### src/rtl/core/doc_pkg.sv
// Shared types and constants for the door opener controller.
package doc_pkg;

    localparam int CNT_W  = 8;
    localparam int TRV_W  = 16;
    localparam int CFG_W  = 16;
    localparam int IDX_W  = 3;
    localparam int NUM_IN = 5;

    typedef enum logic [3:0] {
        M_STARTING   = 4'd0,
        M_PRELOCKED  = 4'd1,
        M_LOCKED     = 4'd2,
        M_CODE1      = 4'd3,
        M_CODE2      = 4'd4,
        M_CODE3      = 4'd5,
        M_PREIDLE    = 4'd6,
        M_IDLE       = 4'd7,
        M_CLOSED     = 4'd8,
        M_PREOPENING = 4'd9,
        M_OPENING    = 4'd10,
        M_OPEN       = 4'd11,
        M_PRECLOSING = 4'd12,
        M_CLOSING    = 4'd13
    } mode_t;

    typedef enum logic [1:0] {
        MOT_STOP  = 2'd0,
        MOT_OPEN  = 2'd1,
        MOT_CLOSE = 2'd2
    } motor_t;

    typedef enum logic [IDX_W-1:0] {
        REG_PRESS_THRESHOLD = 3'd0,
        REG_DEBOUNCE_WRAP   = 3'd1,
        REG_TRAVEL_TIMEOUT  = 3'd2,
        REG_TIMEOUT_WRAP    = 3'd3
    } reg_idx_t;

    // control order
    localparam int PR_OPEN   = 0;
    localparam int PR_CLOSE  = 1;
    localparam int PR_OLIM   = 2;
    localparam int PR_CLIM   = 3;
    localparam int PR_EMERG  = 4;

    localparam logic [2:0] LED_NONE = 3'b000;
    localparam logic [2:0] LED_O    = 3'b001;
    localparam logic [2:0] LED_C    = 3'b010;
    localparam logic [2:0] LED_L    = 3'b100;
    localparam logic [2:0] LED_ALL  = 3'b111;

endpackage

### src/rtl/core/doc_in_if.sv
// Input tick channel: five control levels.
interface doc_in_if;
    logic valid;
    logic ready;
    logic open_button;
    logic close_button;
    logic open_limit;
    logic closed_limit;
    logic emergency_button;

    modport source (output valid, open_button, close_button, open_limit, closed_limit,
                    emergency_button, input ready);
    modport sink (input valid, open_button, close_button, open_limit, closed_limit,
                  emergency_button, output ready);
endinterface

### src/rtl/core/doc_out_if.sv
// Result channel: motor command, LED levels and mode.
interface doc_out_if;
    logic       valid;
    logic       ready;
    logic [1:0] motor_cmd;
    logic       led_open;
    logic       led_close;
    logic       led_locked;
    logic [3:0] mode;

    modport source (output valid, motor_cmd, led_open, led_close, led_locked, mode,
                    input ready);
    modport sink (input valid, motor_cmd, led_open, led_close, led_locked, mode,
                  output ready);
endinterface

### src/rtl/core/door_opener_controller.sv
// Door opener controller top level: debounce, travel timer and mode machine.
// Latency: the result of a tick is valid the cycle after the tick is accepted.
// Throughput: one tick per cycle while result_out is ready; the result register frees as it is taken.
// The debounce counters, travel counter and mode machine update when a tick is accepted.
// Reset: mode starting, counters zero, motor stopped, all LEDs on, registers at defaults.
module door_opener_controller (
    input  logic                        clk,
    input  logic                        rst_n,
    doc_in_if.sink                      tick_in,
    doc_out_if.source                   result_out,
    input  logic                        cfg_we,
    input  logic [doc_pkg::IDX_W-1:0]   cfg_index,
    input  logic [doc_pkg::CFG_W-1:0]   cfg_data
);
    import doc_pkg::*;

    logic [CNT_W-1:0] press_threshold_reg;
    logic [CNT_W-1:0] debounce_wrap_reg;
    logic [TRV_W-1:0] travel_timeout_reg;
    logic [TRV_W-1:0] timeout_wrap_reg;

    mode_t            mode_reg,    mode_next;
    motor_t           motor_reg,   motor_next;
    logic [2:0]       led_reg,     led_next;
    logic [TRV_W-1:0] travel_reg,  travel_next;
    logic [TRV_W-1:0] travel_upd;
    logic [TRV_W-1:0] travel_inc;
    logic             out_valid_reg;

    logic             accept;
    logic [NUM_IN-1:0] level;
    logic [NUM_IN-1:0] pr;

    assign tick_in.ready = !out_valid_reg || result_out.ready;
    assign accept        = tick_in.valid && tick_in.ready;

    assign level[PR_OPEN]  = tick_in.open_button;
    assign level[PR_CLOSE] = tick_in.close_button;
    assign level[PR_OLIM]  = tick_in.open_limit;
    assign level[PR_CLIM]  = tick_in.closed_limit;
    assign level[PR_EMERG] = tick_in.emergency_button;

    for (genvar g = 0; g < NUM_IN; g++)
    begin : g_deb
        doc_debounce u_deb (
            .clk       (clk),
            .rst_n     (rst_n),
            .en        (accept),
            .level     (level[g]),
            .wrap      (debounce_wrap_reg),
            .threshold (press_threshold_reg),
            .pressed   (pr[g])
        );
    end

    always_comb
    begin
        travel_inc = travel_reg + 1'b1;
        if (mode_reg == M_OPENING || mode_reg == M_CLOSING)
        begin
            travel_upd = (travel_inc > timeout_wrap_reg) ? '0 : travel_inc;
        end
        else if (travel_reg != '0)
        begin
            travel_upd = travel_reg - 1'b1;
        end
        else
        begin
            travel_upd = travel_reg;
        end
    end

    // mode machine step; later rules override earlier ones
    always_comb
    begin
        mode_next   = mode_reg;
        motor_next  = motor_reg;
        led_next    = led_reg;
        travel_next = travel_upd;
        case (mode_reg)
            M_STARTING:
            begin
                led_next  = LED_L;
                mode_next = M_LOCKED;
            end
            M_PRELOCKED:
            begin
                mode_next = M_LOCKED;
            end
            M_LOCKED:
            begin
                motor_next = MOT_STOP;
                if (pr[PR_OPEN])
                begin
                    led_next  = LED_O;
                    mode_next = M_CODE1;
                end
            end
            M_CODE1:
            begin
                if (pr[PR_CLOSE])
                begin
                    led_next  = LED_C;
                    mode_next = M_CODE2;
                end
            end
            M_CODE2:
            begin
                if (pr[PR_OPEN])
                begin
                    led_next  = LED_L;
                    mode_next = M_CODE3;
                end
            end
            M_CODE3:
            begin
                if (pr[PR_EMERG])
                begin
                    led_next  = LED_NONE;
                    mode_next = M_PREIDLE;
                end
            end
            M_PREIDLE:
            begin
                led_next  = LED_O | LED_L;
                mode_next = M_IDLE;
            end
            M_IDLE:
            begin
                if (pr[PR_OLIM])
                begin
                    led_next  = led_next | LED_O;
                    mode_next = M_OPEN;
                end
                if (pr[PR_CLIM])
                begin
                    led_next  = led_next | LED_C;
                    mode_next = M_CLOSED;
                end
                if (pr[PR_OPEN])
                begin
                    mode_next = M_PREOPENING;
                end
                if (pr[PR_CLOSE])
                begin
                    mode_next = M_PRECLOSING;
                end
            end
            M_CLOSED:
            begin
                if (pr[PR_OPEN])
                begin
                    mode_next = M_PREOPENING;
                end
                if (pr[PR_EMERG])
                begin
                    led_next  = led_reg | LED_L;
                    mode_next = M_LOCKED;
                end
            end
            M_PREOPENING:
            begin
                led_next  = LED_NONE;
                mode_next = M_OPENING;
            end
            M_OPENING:
            begin
                if (travel_upd > travel_timeout_reg)
                begin
                    travel_next = '0;
                    mode_next   = M_LOCKED;
                end
                motor_next = MOT_OPEN;
                if (pr[PR_EMERG])
                begin
                    led_next    = led_reg | LED_L;
                    travel_next = '0;
                    mode_next   = M_LOCKED;
                end
                if (pr[PR_OLIM])
                begin
                    motor_next  = MOT_STOP;
                    led_next    = LED_O;
                    travel_next = '0;
                    mode_next   = M_OPEN;
                end
            end
            M_OPEN:
            begin
                if (pr[PR_CLOSE])
                begin
                    mode_next = M_PRECLOSING;
                end
                if (pr[PR_EMERG])
                begin
                    mode_next = M_LOCKED;
                end
            end
            M_PRECLOSING:
            begin
                led_next  = LED_NONE;
                mode_next = M_CLOSING;
            end
            M_CLOSING:
            begin
                if (travel_upd > travel_timeout_reg)
                begin
                    travel_next = '0;
                    mode_next   = M_LOCKED;
                end
                motor_next = MOT_CLOSE;
                if (pr[PR_EMERG])
                begin
                    travel_next = '0;
                    mode_next   = M_LOCKED;
                end
                if (pr[PR_CLIM])
                begin
                    motor_next  = MOT_STOP;
                    led_next    = LED_C;
                    travel_next = '0;
                    mode_next   = M_CLOSED;
                end
            end
            default:
            begin
                mode_next = mode_reg;
            end
        endcase
    end

    always_ff @(posedge clk or negedge rst_n)
    begin
        if (!rst_n)
        begin
            mode_reg      <= M_STARTING;
            motor_reg     <= MOT_STOP;
            led_reg       <= LED_ALL;
            travel_reg    <= '0;
            out_valid_reg <= 1'b0;
        end
        else
        begin
            if (accept)
            begin
                mode_reg   <= mode_next;
                motor_reg  <= motor_next;
                led_reg    <= led_next;
                travel_reg <= travel_next;
            end
            if (accept)
            begin
                out_valid_reg <= 1'b1;
            end
            else if (result_out.ready)
            begin
                out_valid_reg <= 1'b0;
            end
        end
    end

    always_ff @(posedge clk or negedge rst_n)
    begin
        if (!rst_n)
        begin
            press_threshold_reg <= CNT_W'(30);
            debounce_wrap_reg   <= CNT_W'(50);
            travel_timeout_reg  <= TRV_W'(10000);
            timeout_wrap_reg    <= TRV_W'(15000);
        end
        else if (cfg_we)
        begin
            case (cfg_index)
                REG_PRESS_THRESHOLD: press_threshold_reg <= cfg_data[CNT_W-1:0];
                REG_DEBOUNCE_WRAP:   debounce_wrap_reg   <= cfg_data[CNT_W-1:0];
                REG_TRAVEL_TIMEOUT:  travel_timeout_reg  <= cfg_data[TRV_W-1:0];
                REG_TIMEOUT_WRAP:    timeout_wrap_reg    <= cfg_data[TRV_W-1:0];
                default:             ;
            endcase
        end
    end

    assign result_out.valid      = out_valid_reg;
    assign result_out.motor_cmd  = motor_reg;
    assign result_out.led_open   = led_reg[0];
    assign result_out.led_close  = led_reg[1];
    assign result_out.led_locked = led_reg[2];
    assign result_out.mode       = mode_reg;
endmodule

### src/rtl/core/doc_debounce.sv
// One debounce counter with wrap and press detection.
module doc_debounce (
    input  logic                       clk,
    input  logic                       rst_n,
    input  logic                       en,
    input  logic                       level,
    input  logic [doc_pkg::CNT_W-1:0]  wrap,
    input  logic [doc_pkg::CNT_W-1:0]  threshold,
    output logic                       pressed
);
    import doc_pkg::*;

    logic [CNT_W-1:0] count_reg;
    logic [CNT_W-1:0] count_next;
    logic [CNT_W-1:0] count_inc;

    always_comb
    begin
        count_inc = count_reg + 1'b1;
        if (level)
        begin
            count_next = (count_inc > wrap) ? '0 : count_inc;
        end
        else if (count_reg != '0)
        begin
            count_next = count_reg - 1'b1;
        end
        else
        begin
            count_next = count_reg;
        end
    end

    assign pressed = level && (count_next > threshold);

    always_ff @(posedge clk or negedge rst_n)
    begin
        if (!rst_n)
        begin
            count_reg <= '0;
        end
        else if (en)
        begin
            count_reg <= count_next;
        end
    end
endmodule
### src/flat_wrapper.sv
// flat-port wrapper written by rule: the top's interface ports become plain ports
module door_opener_controller_flat import doc_pkg::*;
  (clk, rst_n, cfg_we, cfg_index, cfg_data, tick_in_valid, tick_in_open_button, tick_in_close_button, tick_in_open_limit, tick_in_closed_limit, tick_in_emergency_button, tick_in_ready, result_out_valid, result_out_motor_cmd, result_out_led_open, result_out_led_close, result_out_led_locked, result_out_mode, result_out_ready);
  doc_in_if tick_in_i ();
  doc_out_if result_out_i ();
  input  logic clk;
  input  logic rst_n;
  input  logic cfg_we;
  input  logic [doc_pkg::IDX_W-1:0] cfg_index;
  input  logic [doc_pkg::CFG_W-1:0] cfg_data;
  input wire logic [$bits(tick_in_i.valid)-1:0] tick_in_valid;
  input wire logic [$bits(tick_in_i.open_button)-1:0] tick_in_open_button;
  input wire logic [$bits(tick_in_i.close_button)-1:0] tick_in_close_button;
  input wire logic [$bits(tick_in_i.open_limit)-1:0] tick_in_open_limit;
  input wire logic [$bits(tick_in_i.closed_limit)-1:0] tick_in_closed_limit;
  input wire logic [$bits(tick_in_i.emergency_button)-1:0] tick_in_emergency_button;
  output wire logic [$bits(tick_in_i.ready)-1:0] tick_in_ready;
  output wire logic [$bits(result_out_i.valid)-1:0] result_out_valid;
  output wire logic [$bits(result_out_i.motor_cmd)-1:0] result_out_motor_cmd;
  output wire logic [$bits(result_out_i.led_open)-1:0] result_out_led_open;
  output wire logic [$bits(result_out_i.led_close)-1:0] result_out_led_close;
  output wire logic [$bits(result_out_i.led_locked)-1:0] result_out_led_locked;
  output wire logic [$bits(result_out_i.mode)-1:0] result_out_mode;
  input wire logic [$bits(result_out_i.ready)-1:0] result_out_ready;
  assign tick_in_i.valid = tick_in_valid;
  assign tick_in_i.open_button = tick_in_open_button;
  assign tick_in_i.close_button = tick_in_close_button;
  assign tick_in_i.open_limit = tick_in_open_limit;
  assign tick_in_i.closed_limit = tick_in_closed_limit;
  assign tick_in_i.emergency_button = tick_in_emergency_button;
  assign tick_in_ready = tick_in_i.ready;
  assign result_out_valid = result_out_i.valid;
  assign result_out_motor_cmd = result_out_i.motor_cmd;
  assign result_out_led_open = result_out_i.led_open;
  assign result_out_led_close = result_out_i.led_close;
  assign result_out_led_locked = result_out_i.led_locked;
  assign result_out_mode = result_out_i.mode;
  assign result_out_i.ready = result_out_ready;
  door_opener_controller u_core (.clk(clk), .rst_n(rst_n), .tick_in(tick_in_i), .result_out(result_out_i), .cfg_we(cfg_we), .cfg_index(cfg_index), .cfg_data(cfg_data));
endmodule
### config.mk
export PLATFORM = sky130hd
export DESIGN_NAME = door_opener_controller_flat
export DESIGN_NICKNAME = d
export VERILOG_FILES = /design/src/rtl/core/doc_pkg.sv /design/src/rtl/core/doc_in_if.sv /design/src/rtl/core/doc_out_if.sv /design/src/rtl/core/door_opener_controller.sv /design/src/rtl/core/doc_debounce.sv /design/src/flat_wrapper.sv
export SDC_FILE = /design/constraint.sdc
export NUM_CORES = 1
export LEC_CHECK = 0
export BUFFER_PORTS_ARGS = -buffer_cell sky130_fd_sc_hd__buf_4
export CORE_ASPECT_RATIO = 1.75
export CORE_MARGIN = 2
export CORE_UTILIZATION = 30
export DETAILED_ROUTE_END_ITERATION = 10
export GPL_TIMING_DRIVEN = 0
export HOLD_SLACK_MARGIN = 0.06
export SKIP_LAST_GASP = 1
export SYNTH_ARGS = -nofsm -noshare
export SYNTH_HDL_FRONTEND = slang
export SYNTH_SLANG_ARGS = --single-unit
### constraint.sdc
create_clock -name clk -period 13.1 [get_ports clk]
set_clock_uncertainty 0.15 [all_clocks]
set_input_delay 1.965 -clock clk [delete_from_list [all_inputs] [get_ports clk]]
set_output_delay 1.965 -clock clk [all_outputs]
set_load 0.01 [all_outputs]
Word-level counts from Yosys, hierarchy flattened
Index checks and enable logic that the tools add are counted.
{ "totals": {"ff_bits": 114, "inputBits": 29, "output_inout_bits": 11, "elab_cells": 150} }
{ "op_classes": {"addsub": 12, "magnitude_cmp": 12, "n_eq_ne": 25, "n_mux": 55, "n_reduce_logical": 31} }
{ "ops": {"columns": ["op", "count"], "rows": [
  ["8-bit 2-to-1 mux", 15],
  ["16-bit 2-to-1 mux", 7],
  ["8-bit greater-than comparator", 10],
  ["4-bit 2-to-1 mux", 16],
  ["4-bit one-hot mux with 13 select lines", 1],
  ["8-bit by 1-bit adder with 8-bit output (second input constant)", 5],
  ["8-bit nonzero test", 5],
  ["8-bit by 1-bit subtractor with 8-bit output (second input constant)", 5],
  ["3-bit one-hot mux with 11 select lines", 1],
  ["16-bit greater-than comparator", 2],
  ["16-bit one-hot mux with 2 select lines", 1],
  ["4-bit == test (second input constant)", 6],
  ["3-bit 2-to-1 mux", 7],
  ["16-bit by 1-bit adder with 16-bit output (second input constant)", 1],
  ["4-bit by 3-bit == test with 1-bit output (second input constant)", 4],
  ["16-bit nonzero test", 1],
  ["16-bit by 1-bit subtractor with 16-bit output (second input constant)", 1],
  ["13-bit nonzero test", 1],
  ["2-bit inequality test (second input constant)", 6],
  ["11-bit nonzero test", 1],
  ["2-bit AND reduction", 5],
  ["9-bit AND reduction", 1],
  ["4-bit by 2-bit == test with 1-bit output (second input constant)", 2],
  ["8-bit AND reduction", 1],
  ["other kinds (17)", 30]
]} }

Depth between registers and ports, before layout
Gate-level depths: netlist of run 1.
{ "depth": {"depth_word": 11, "depth_mapped": 26, "ltp_nobuf": 24} }

Cells and area by module
From an unflattened synthesis of run 1, not the netlist that was laid out.
{ "unflattened": {"cells_unflattened": 1364, "area_unflattened_um2": 11395.9} }
{ "modules_own_cells": {"columns": ["mod", "instances", "cells_per_inst", "area_per_inst_um2"], "rows": [
  ["door_opener_controller", 1, 558, 5146.2],
  ["doc_debounce at u_core.g_deb[1].u_deb ...", 2, 170, 1323.8],
  ["doc_debounce at u_core.g_deb[0].u_deb", 1, 153, 1221.2],
  ["doc_debounce at u_core.g_deb[4].u_deb", 1, 159, 1192.4],
  ["doc_debounce at u_core.g_deb[3].u_deb", 1, 154, 1188.6]
]} }

Least setup slack after synthesis of run 1
OpenSTA, ideal clock, no wires.
{ "synth_path": {"kind": "register -> register", "start": "register u_core.travel_reg[2]", "end": "register u_core.travel_reg[5]", "arrival_time_ns": 5.301, "t_required_ns": 12.884, "path_slack_ns": 7.583, "stages_incl_launch_ff": 26, "n_path_buf": 3, "path_cell_list": "dfrtp_1 -> buf_2 -> nand3_2 -> nor2_1 -> nand3_1 -> nor2_1 -> nand3_1 -> xnor2_1 -> ha_1 -> nand4_1 -> or4_1 -> or3_4 -> a21oi_4 -> buf_6 -> o21ai_2 -> a31oi_2 -> ha_1 -> a21oi_1 -> o21ai_0 -> a221o_1 -> a211oi_1 -> a21oi_1 -> nor3_1 -> o21a_1 -> buf_2 -> a22o_1"} }
{ "synth_via": {"elab_chain_len": 9, "word_cells_on_any_way": 13, "cone_classes": "2 x add/sub; 2 x order compare; 8 x mux; 1 x reduce/logical"} }
{ "synth_lines": {"columns": ["item", "line_no", "text"], "rows": [
  ["start, declared", "door_opener_controller.sv:25", "logic [TRV_W-1:0] travel_reg, travel_next;"],
  ["start signal, assigned", "door_opener_controller.sv:249", "travel_reg <= travel_next;"],
  ["16-bit by 1-bit adder with 16-bit output", "door_opener_controller.sv:58", "travel_inc = travel_reg + 1'b1;"],
  ["16-bit greater-than comparator", "door_opener_controller.sv:61", "travel_upd = (travel_inc > timeout_wrap_reg) ? '0 : travel_inc;"],
  ["16-bit 2-to-1 mux", "door_opener_controller.sv:61", null],
  ["16-bit 2-to-1 mux *", "door_opener_controller.sv:59", "if (mode_reg == M_OPENING || mode_reg == M_CLOSING)"],
  ["16-bit greater-than comparator", "door_opener_controller.sv:168, door_opener_controller.sv:206", null],
  ["16-bit 2-to-1 mux", "door_opener_controller.sv:168, door_opener_controller.sv:206", null],
  ["16-bit 2-to-1 mux", "door_opener_controller.sv:212", "if (pr[PR_EMERG])"],
  ["16-bit 2-to-1 mux, on equally long branches", "door_opener_controller.sv:217, door_opener_controller.sv:180", null],
  ["16-bit one-hot mux with 2 select lines *", "door_opener_controller.sv:80", "case (mode_reg)"]
]} }
Mark *: on every way between the ends. The rest lies on a longest branch, timed or not.
A chain may end at the register's enable or synchronous reset.

Final worst setup path of run 1
{ "layout_path": {"start": "register u_core.travel_reg[2]", "end": "register u_core.travel_reg[12]"} }
Same word-level chain as after synthesis.

==> impl_metrics.yaml, run 1 <==
setup_path:
  critPathMaxFanout: 10
  worstPathArrival_ns: 7.23
  timing.rr.start: "u_core.travel_reg[2]$_DFFE_PN0P_"
  critPathLaunchType: "flop"
  cp-startpoint: "u_core.travel_reg[2]$_DFFE_PN0P_"
  crit_type: "reg -> reg"
  worstPathRequired_ns: 13.28
  worstSetupEndpointType: "flop"
global_route:
  antenna_found_initial: 0
  top_usage_layer: "met2"
  grt_pass1_vias: 9666
  overflow: 0
  track_usage_pct: 18.6
  grt_use_met1_pct: 18.8
  grt_pass1_wl_mm: 51.5
  grt_max_degree: 90
  grt_util_met3_pct: 2.68
  met2_usage_pct: 34.8
layout:
  drive_above_1_share_pct: 11.3
  areaGrowthSynthToFinish_pct: 14.0
  fill_cells: 3565
  num-nets-final: 1451
  final_common_cell: "nand2_1"
  antenna_cells: 0
  layout_common_cells: "nand2_1 (130), ha_1 (129), nor2_1 (92), dfrtp_1 (92), a21oi_1 (82)"
  largest_reg_flops: 40
timing:
  tns_ns: 0
  timing.hold.ws_ns: 0.356
  drv_slew: 0
  layout_setup_ws_ns: 6.05
  slew-limit-headroom_pct: 21.6
  setup_violations: 0
  period_share_pct: 53.8
  fmax_ghz: 0.142
  worst_slew_pin_slew_ns: 1.17
  fin_crit_ns: 7.05
  hold_viol_final: 0
  rsz0062_at_grt: "no"
synthesis:
  synth-seq-cells: 114
  ys_async_sr_fraction_pct: 100
  synth_mux_area_share_pct: 4.30
  syn_avg_cell_area_um2: 8.29
  yosysWarnings: 0
  synth_top_family_by_area: "simple AND/OR/NAND/NOR gates"
  syn_inst: 1235
  synthSimpleGateAreaFrac_pct: 20.4
  synthAdderAreaFrac_pct: 15.8
  synth_cell_types: 78
  yosys_most_used_dff: "dfrtp_1"
  syn_nets: 1393
  ys_seq_area_share_pct: 28.1
  syn-cell-area_um2: 10200
  synth-compound-area-share_pct: 19.1
  synth_edf_count: 0
  synthXorXnorAreaFrac_pct: 6.76
route:
  drtIter0Drc: 576
  detail_route.wl_per_cell_um: 18.0
  drc: 0
  num_vias: 9400
  wl_mm: 31.7
  ant_nets: 0
  dr.pass1.iters: 5
  via_per_inst: 5.34
cts:
  clock_sink_count: 114
  cts-root-buf: "clkbuf_16"
  cts_resized: 0
  clk_pin_slew_worst_paths_ns: 0.06
  cts_tree: "yes"
  clk_path_buf_depth: 2
  cts_hold_buffers: 0
  cts_buffers: 17
  h-tree-depth: 4
  clock_latency_ns: 0.45
  post_cts_buffers: 0
place:
  hpwl_mm: 24.6
  dp_slack_ns: 6.10
  io_buffers: 38
  gp_congestion: 0.923
min_path:
  min_path_type: "reg -> reg"
  worstHoldStart: "u_core.timeout_wrap_reg[14]$_DFFE_PN0P_"
die:
  io_pins: 40
  fp.coreArea_um2: 33600
  dieWidth_um: 144
  die_h_um: 248
  initial_core_util_pct: 30.5
  dieArea_um2: 35700
  row_count: 89
flow_run:
  cap_viol_max_count: 0
status:
  status: "completed"
pwr:
  finalPower_mw: 2.56
  ir_worst_vdd_v: 0.0000909
  leakage_nw: 5.18
  power_density_nw_per_um2: 219
## worst paths after layout
path                                                                end  slack (ns)  cells past startpoint
worst max-delay path                  u_core.travel_reg[12]$_DFFE_PN0P_        6.05                     24
worst min-delay path            u_core.timeout_wrap_reg[14]$_DFFE_PN0P_        0.36                      1
worst max register to register        u_core.travel_reg[12]$_DFFE_PN0P_        6.05                     24
worst min register to register  u_core.timeout_wrap_reg[14]$_DFFE_PN0P_        0.36                      1
max in group asynchronous                 u_core.led_reg[0]$_DFFE_PN1P_       10.79                      2
min in group asynchronous           u_core.result_out.valid$_DFFE_PN0P_        1.23                      1
## cell type report
class,count,area [µm²],share of cell area (%)
Multi-Input combinational cell,976,6790,58.2
Sequential cell,114,2880,24.7
Tap cell,455,569,4.88
Clock buffer,20,437,3.74
Timing Repair Buffer,39,317,2.71
Buffer,73,300,2.57
Inverter,72,270,2.32
Clock inverter,12,109,0.933
## critical path: stages (launching register included)
cell and delay, ns:
dfrtp_1 0.38, buf_2 0.23, nand3_2 0.18, nor2_1 0.32, nand3_1 0.29, nor2_1 0.37, nand3_1 0.14, xnor2_1 0.21
ha_1 0.33, nand4_1 0.13, or4_1 0.60, or3_4 0.42, a21oi_4 0.27, buf_6 0.20, o21ai_2 0.07, a31oi_2 0.35
ha_1 0.22, nand4_1 0.13, nor4_1 0.40, a211oi_1 0.13, a21oi_1 0.55, nor3_1 0.16, o21a_1 0.26, buf_2 0.22
a22o_1 0.20
## synthesized netlist by cell type, drive strengths merged (11+ instances only)
cell | n | area (µm²)
a22o | 20 | 175
a21oi | 83 | 427
buf | 14 | 78.8
nand4 | 26 | 163
xor2 | 33 | 289
nor4 | 11 | 75.1
dfrtp | 92 | 2300
o21ai | 86 | 438
a21o | 12 | 90.1
and3 | 12 | 75.1
nor3 | 37 | 190
nor2b | 18 | 113
nand3 | 41 | 210
xnor2 | 46 | 403
a31oi | 12 | 87.6
mux2 | 32 | 360
nand2 | 130 | 488
ha | 129 | 1610
o21a | 14 | 105
inv | 72 | 270
dfstp | 22 | 578
clkbuf | 59 | 221
nor2 | 93 | 352
## cell families (layout without fill, tap and decap cells)
kind of cell | after synthesis | after routing
and+or+nand+nor | 425 | 425
muxes | 40 | 40
xor gates and xnor gates | 79 | 79
AOI/OAI and AO/OA | 303 | 303
buffers and inverters | 145 | 216
adders and majority gates | 129 | 129
DFF | 114 | 114
## metrics by stage
stage / util (%) / std cells / cell area [µm²]
final: 34.7 / 1761 / 11700
after global routing: 34.7 / 1761 / 11700
after CTS: 34.7 / 1761 / 11700
after detailed placement: 33.1 / 1729 / 11100
after global placement: 33.0 / 1728 / 11100
after floorplan: - / 1235 / 10200
## routing by layer
layer / wire length [µm] / vias up
li1: - / 4571
met1: 11700 / 4527
met2: 17300 / 210
met3: 818 / 92
met4: 1930 / 0
met5: 0 / -
## power breakdown
| group | switching [mW] | internal (mW) |
|---|---|---|
| combinational | 0.932 | 0.630 |
| sequential | 0.0871 | 0.467 |
| clock | 0.182 | 0.261 |
Power figures use the tool's default switching activity.
==> inputs of run 2 (changes only) <==
- clock period: 13.1 -> 7 ns (I/O delays scaled with it)
==> impl_metrics.yaml, run 2 (synthesis gave the netlist of run 1 again) <==
die:
  fp.coreArea_um2: 33600
  dieWidth_um: 144
  die_h_um: 248
  initial_core_util_pct: 30.5
  row_count: 89
  io_pins: 40
  dieArea_um2: 35700
setup_path:
  timing.rr.end: "u_core.travel_reg[12]$_DFFE_PN0P_"
  timing.rr.start: "u_core.travel_reg[2]$_DFFE_PN0P_"
  critPathLaunchType: "flop"
  r2r_slack_ns: 0.37
  worstPathRequired_ns: 7.18
  worstPathArrival_ns: 6.80
  reg2reg_depth: 24
  cp-endpoint: "u_core.travel_reg[12]$_DFFE_PN0P_"
  worstSetupEndpointType: "flop"
  cp-startpoint: "u_core.travel_reg[2]$_DFFE_PN0P_"
  critPathMaxFanout: 10
  crit_type: "reg -> reg"
cts:
  cts_tree: "yes"
  h-tree-depth: 4
  clock_sink_count: 114
  cts-root-buf: "clkbuf_16"
  clock_latency_ns: 0.44
  cts_buffers: 17
  clk_pin_slew_worst_paths_ns: 0.06
  clk_path_buf_depth: 2
route:
  num_vias: 9420
  dr.pass1.iters: 5
  drc: 0
  ant_nets: 0
  drtIter0Drc: 553
  via_per_inst: 5.35
  detail_route.wl_per_cell_um: 18.0
  wl_mm: 31.8
timing:
  period_share_pct: 94.6
  rsz0062_at_grt: "no"
  fin_crit_ns: 6.63
  drv_slew: 0
  worst_slew_pin_slew_ns: 1.15
  hold_viol_final: 0
  slew-limit-headroom_pct: 22.8
  setup_violations: 0
  fmax_ghz: 0.151
  tns_ns: 0
  layout_setup_ws_ns: 0.375
pwr:
  pwr-share-comb_pct: 61.0
  ir_worst_vdd_v: 0.000169
  power_density_nw_per_um2: 410
  pwr-share-seq_pct: 21.8
  swShare_pct: 47.1
  leakage_nw: 5.17
  clkPwrFrac_pct: 17.3
  p_int_mw: 2.54
  p_sw_mw: 2.26
place:
  io_buffers: 38
  gp_congestion: 0.923
  place_inst: 1729
  dp_slack_ns: 0.00328
  hpwl_mm: 24.6
global_route:
  antenna_found_initial: 0
  grt_pass1_wl_mm: 51.6
  grt_pass1_vias: 9660
  overflow: 0
  track_usage_pct: 18.6
  grt_max_degree: 90
  met2_usage_pct: 34.7
  grt_use_met1_pct: 18.9
  top_usage_layer: "met2"
  grt_util_met3_pct: 2.72
min_path:
  min_path_type: "in -> async"
layout:
  seq_area_um2: 2880
  layout_common_cells: "nand2_1 (130), ha_1 (129), dfrtp_1 (92)"
  fill_cells: 3560
  final_common_cell: "nand2_1"
  drive_above_1_share_pct: 11.8
  largest_reg_flops: 40
  antenna_cells: 0
  multi_input_comb_area_um2: 6830
  instances_no_fill: 1760
  areaGrowthSynthToFinish_pct: 14.3
  num-nets-final: 1450
flow_run:
  cap_viol_max_count: 0
status:
  status: "completed"
-- run 2: cell count changes in the layout (fill, tap and decap cells not counted), sizes merged --
cell,before,now
clkbuf,79,78
-- run 2: worst min-delay path by stage --
stage / startpoint / endpoint / slack [ns]
after detailed placement: u_core.timeout_wrap_reg[15]$_DFFE_PN0P_ / u_core.timeout_wrap_reg[15]$_DFFE_PN0P_ / 0.35
after global placement: u_core.timeout_wrap_reg[14]$_DFFE_PN0P_ / u_core.timeout_wrap_reg[14]$_DFFE_PN0P_ / 0.34
after CTS: rst_n / u_core.result_out.valid$_DFFE_PN0P_ / 0.31
final: rst_n / u_core.g_deb[1].u_deb.count_reg[1]$_DFFE_PN0P_ / 0.32
after global routing: rst_n / u_core.result_out.valid$_DFFE_PN0P_ / 0.32
after floorplan: u_core.timeout_wrap_reg[10]$_DFFE_PN0P_ / u_core.timeout_wrap_reg[10]$_DFFE_PN0P_ / 0.33
-- run 2: worst max-delay path, cell delays in order, from the launching register on --
cell      delay [ns]
dfrtp_1         0.39
buf_2           0.23
nand3_2         0.19
nor2_2          0.27
nand3_2         0.22
nor2_4          0.23
nand3_1         0.11
xnor2_1         0.21
ha_1            0.33
nand4_1         0.13
or4_1           0.60
or3_4           0.42
a21oi_4         0.26
buf_6           0.20
o21ai_2         0.07
a31oi_2         0.35
ha_1            0.22
nand4_1         0.13
nor4_1          0.47
a211oi_1        0.16
a21oi_2         0.39
nor3_2          0.10
o21a_1          0.24
buf_2           0.22
a22o_1          0.20
-- run 2: final cells by class --
cell class	count	area share, %
multi-input cells	976	58.3
flip-flops and latches	114	24.6
well taps	455	4.86
clock buffers	20	3.73
repair buffers	39	2.70
plain buffers	72	2.53
inverters	72	2.31
clock inverters	12	0.930
-- run 2: repair_timing --
action | in CTS | in global routing
hold buffers | 0 | 0
endpoints found under the setup margin | 7 | 20
cloned | 0 | 0
setup buffers | 0 | 0
gates resized for setup | 1 | 8
-- run 2: power groups by stage --
stage	Clock (mW)	Combinational, mW	Sequential (mW)
4_1_cts	0.853	2.92	1.03
6_report	0.829	2.93	1.04
3_5_place_dp	0	2.90	1.05
5_1_grt	0.877	3.32	1.07
3_3_place_gp	0	2.80	1.04
2_1_floorplan	0	2.18	0.994
-- run 2: layer usage --
metal	share of wire (%)	vias to the layer above	routed length [µm]
li1	-	4561	-
met1	36	4539	11500
met2	55	228	17400
met3	2.9	92	922
met4	6.2	0	1980
met5	0	-	0
-- run 2: stage by stage --
stage | hold slack (ns) | cell area (µm²) | util, % | total power, mW
final | 0.319 | 11700 | 34.8 | 4.80
after global routing | 0.323 | 11700 | 34.8 | 5.26
after CTS | 0.307 | 11700 | 34.7 | 4.81
after detailed placement | 0.347 | 11100 | 33.1 | 3.94
after global placement | 0.340 | 11100 | 33.0 | 3.84
after floorplan | 0.329 | 10200 | - | 3.17
==> inputs of run 3 (changes only) <==
- ABC_AREA: default -> 1
==> impl_metrics.yaml, run 3 <==
global_route:
  overflow: 0
  grt_max_degree: 88
  grt_pass1_vias: 10900
  grt_pass1_wl_mm: 55.9
  track_usage_pct: 19.5
  antenna_found_initial: 0
timing:
  setup_violations: 0
  layout_setup_ws_ns: 2.02
  hold_viol_final: 0
  fin_crit_ns: 4.98
  rsz0062_at_grt: "no"
  drv_slew: 0
  period_share_pct: 71.1
  fmax_ghz: 0.201
  worst_slew_pin_slew_ns: 0.826
  slew-limit-headroom_pct: 44.9
  tns_ns: 0
die:
  row_count: 92
  dieWidth_um: 148
  fp.coreArea_um2: 35800
  dieArea_um2: 37600
  die_h_um: 255
  initial_core_util_pct: 30.2
  io_pins: 40
synthesis:
  syn-cell-area_um2: 10800
  yosys_most_used_dff: "dfrtp_1"
  syn_nets: 1769
  syn_avg_cell_area_um2: 6.71
  synth-seq-cells: 114
  synth_largest_area_cell: "dfrtp_1"
  ys_seq_area_share_pct: 26.6
  ys_async_sr_fraction_pct: 100
  synth_edf_count: 0
  synth_cell_types: 51
  yosysWarnings: 0
  synth.top_cells.by_count: "nand2_1 (427), inv_1 (223), o21ai_0 (138)"
  yosysMostFrequentCell: "nand2_1"
  synth.area.top_cells: "dfrtp_1 (21%), ha_1 (15%), nand2_1 (15%)"
  yosys.area.top_type_share_pct: 21.3
  syn_inst: 1611
layout:
  final_common_cell: "nand2_1"
  areaGrowthSynthToFinish_pct: 13.8
  fill_cells: 3857
  layout_common_cells: "nand2_1 (427), inv_1 (223), o21ai_0 (138)"
  instances_no_fill: 2149
  drive_above_1_share_pct: 10.3
  antenna_cells: 0
  post-route-cell-area_um2: 12300
  num-nets-final: 1825
  largest_reg_flops: 40
pwr:
  pwr-share-comb_pct: 64.2
  power_density_nw_per_um2: 466
  p_sw_mw: 2.96
  swShare_pct: 51.5
  leakage_nw: 6.42
  pwr-share-seq_pct: 19.9
  finalPower_mw: 5.74
  p_int_mw: 2.78
  ir_worst_vdd_v: 0.000227
  clkPwrFrac_pct: 15.9
setup_path:
  critPathLaunchType: "flop"
  worstPathArrival_ns: 5.16
  critPathMaxFanout: 10
  critical_path.slowest_cell: "dfrtp_1"
  critPathMaxStageDelay_ns: 0.46
  crit_type: "reg -> reg"
  worstPathRequired_ns: 7.18
  cp_common_cell: "nand2_1"
  worstSetupEndpointType: "flop"
route:
  wirelength_met1_mm: 12.0
  wl_mm: 36.0
  ant_nets: 0
  detail_route.wl_per_cell_um: 16.7
  wl_met3_um: 908
  dr.pass1.iters: 5
  top_layer_used: "met4"
  via_per_inst: 4.97
  drtIter0Drc: 506
  drc: 0
  met2_length_mm: 20.0
  num_vias: 10700
cts:
  cts_resized: 0
  clock_sink_count: 114
  post_cts_buffers: 0
  clk_pin_slew_worst_paths_ns: 0.06
  h-tree-depth: 4
  cts-root-buf: "clkbuf_16"
  cts_hold_buffers: 0
  cts_tree: "yes"
  cts_buffers: 17
  clk_path_buf_depth: 2
  clock_latency_ns: 0.44
place:
  place_inst: 2118
  placed_area_um2: 11700
  io_buffers: 36
  dp_slack_ns: 2.05
  gp_congestion: 0.929
  hpwl_mm: 29.2
status:
  status: "completed"
flow_run:
  cap_viol_max_count: 0
min_path:
  min_path_type: "reg -> reg"
## run 3: cell types whose count changed after synthesis, sizes merged, moves of 32 or more
cell | previous run | this run
clkbuf | 59 | 22
xnor2 | 46 | 4
nand2 | 130 | 430
inv | 72 | 247
nor2 | 93 | 144
o21ai | 86 | 152
mux2 | 32 | 0
nand3 | 41 | 106
## run 3: kinds of logic after synthesis
| family | Yosys count | synth area share, % |
|---|---|---|
| flip-flops | 114 | 26.6 |
| AND/OR/NAND/NOR | 759 | 30.4 |
| AO/OA/AOI/OAI | 268 | 13.4 |
| buffers and inverters | 295 | 10.8 |
| XOR/XNOR | 46 | 3.79 |
| adder cells (fa/ha/maj) | 129 | 14.9 |
## run 3: critical path: cells and delay by family, from the launching register on
| family | cells | cell delay [ns] |
|---|---|---|
| AO/OA/AOI/OAI | 4 | 1.01 |
| AND/OR/NAND/NOR | 15 | 2.06 |
| buffers and inverters | 4 | 0.55 |
| adder cells (fa/ha/maj) | 2 | 0.63 |
| flip-flops | 1 | 0.46 |
## run 3: per-layer routing
metal	track usage, %	vias to the layer above
met5	0	-
met4	16.0	0
met3	2.67	145
met2	39.5	264
met1	16.4	4947
li1	-	5331
## run 3: layout make-up
class                      count  area (µm²)  share of cell area [%]
tap                          470         588                    4.78
multi-input combinational   1202        6760                    55.0
clock inverter                 9         129                    1.05
sequential                   114        2880                    23.4
inverter                     248         931                    7.56
buffer                        47         239                    1.94
timing repair buffer          37         302                    2.45
clock buffer                  22         474                    3.85
## run 3: through the flow
| stage | utilization, % | hold WS [ns] |
|---|---|---|
| after CTS | 34.4 | 0.316 |
| final | 34.4 | 0.312 |
| after global placement | 32.6 | 0.304 |
| after detailed placement | 32.7 | 0.307 |
| after floorplan | - | 0.303 |
| after global routing | 34.4 | 0.344 |
## run 3: power groups by stage
stage / registers [mW] / clock network, mW / logic [mW]
2_1_floorplan: 1.08 / 0 / 2.69
3_3_place_gp: 1.14 / 0 / 3.58
3_5_place_dp: 1.14 / 0 / 3.66
4_1_cts: 1.14 / 0.929 / 3.68
5_1_grt: 1.17 / 0.956 / 4.21
6_report: 1.14 / 0.914 / 3.69
## run 3: worst paths after layout
check | start | end | slack, ns | depth (start not counted)
worst max-delay path | u_core.g_deb[3].u_deb.count_reg[0]$_DFFE_PN0P_ | u_core.travel_reg[14]$_DFFE_PN0P_ | 2.02 | 25
worst min-delay path | u_core.led_reg[1]$_DFFE_PN1P_ | u_core.led_reg[1]$_DFFE_PN1P_ | 0.31 | 2
worst max register to register | u_core.g_deb[3].u_deb.count_reg[0]$_DFFE_PN0P_ | u_core.travel_reg[14]$_DFFE_PN0P_ | 2.02 | 25
worst min register to register | u_core.led_reg[1]$_DFFE_PN1P_ | u_core.led_reg[1]$_DFFE_PN1P_ | 0.31 | 2
max in group asynchronous | rst_n | u_core.travel_timeout_reg[10]$_DFFE_PN1P_ | 5.57 | 2
min in group asynchronous | rst_n | u_core.g_deb[4].u_deb.count_reg[3]$_DFFE_PN0P_ | 0.34 | 1
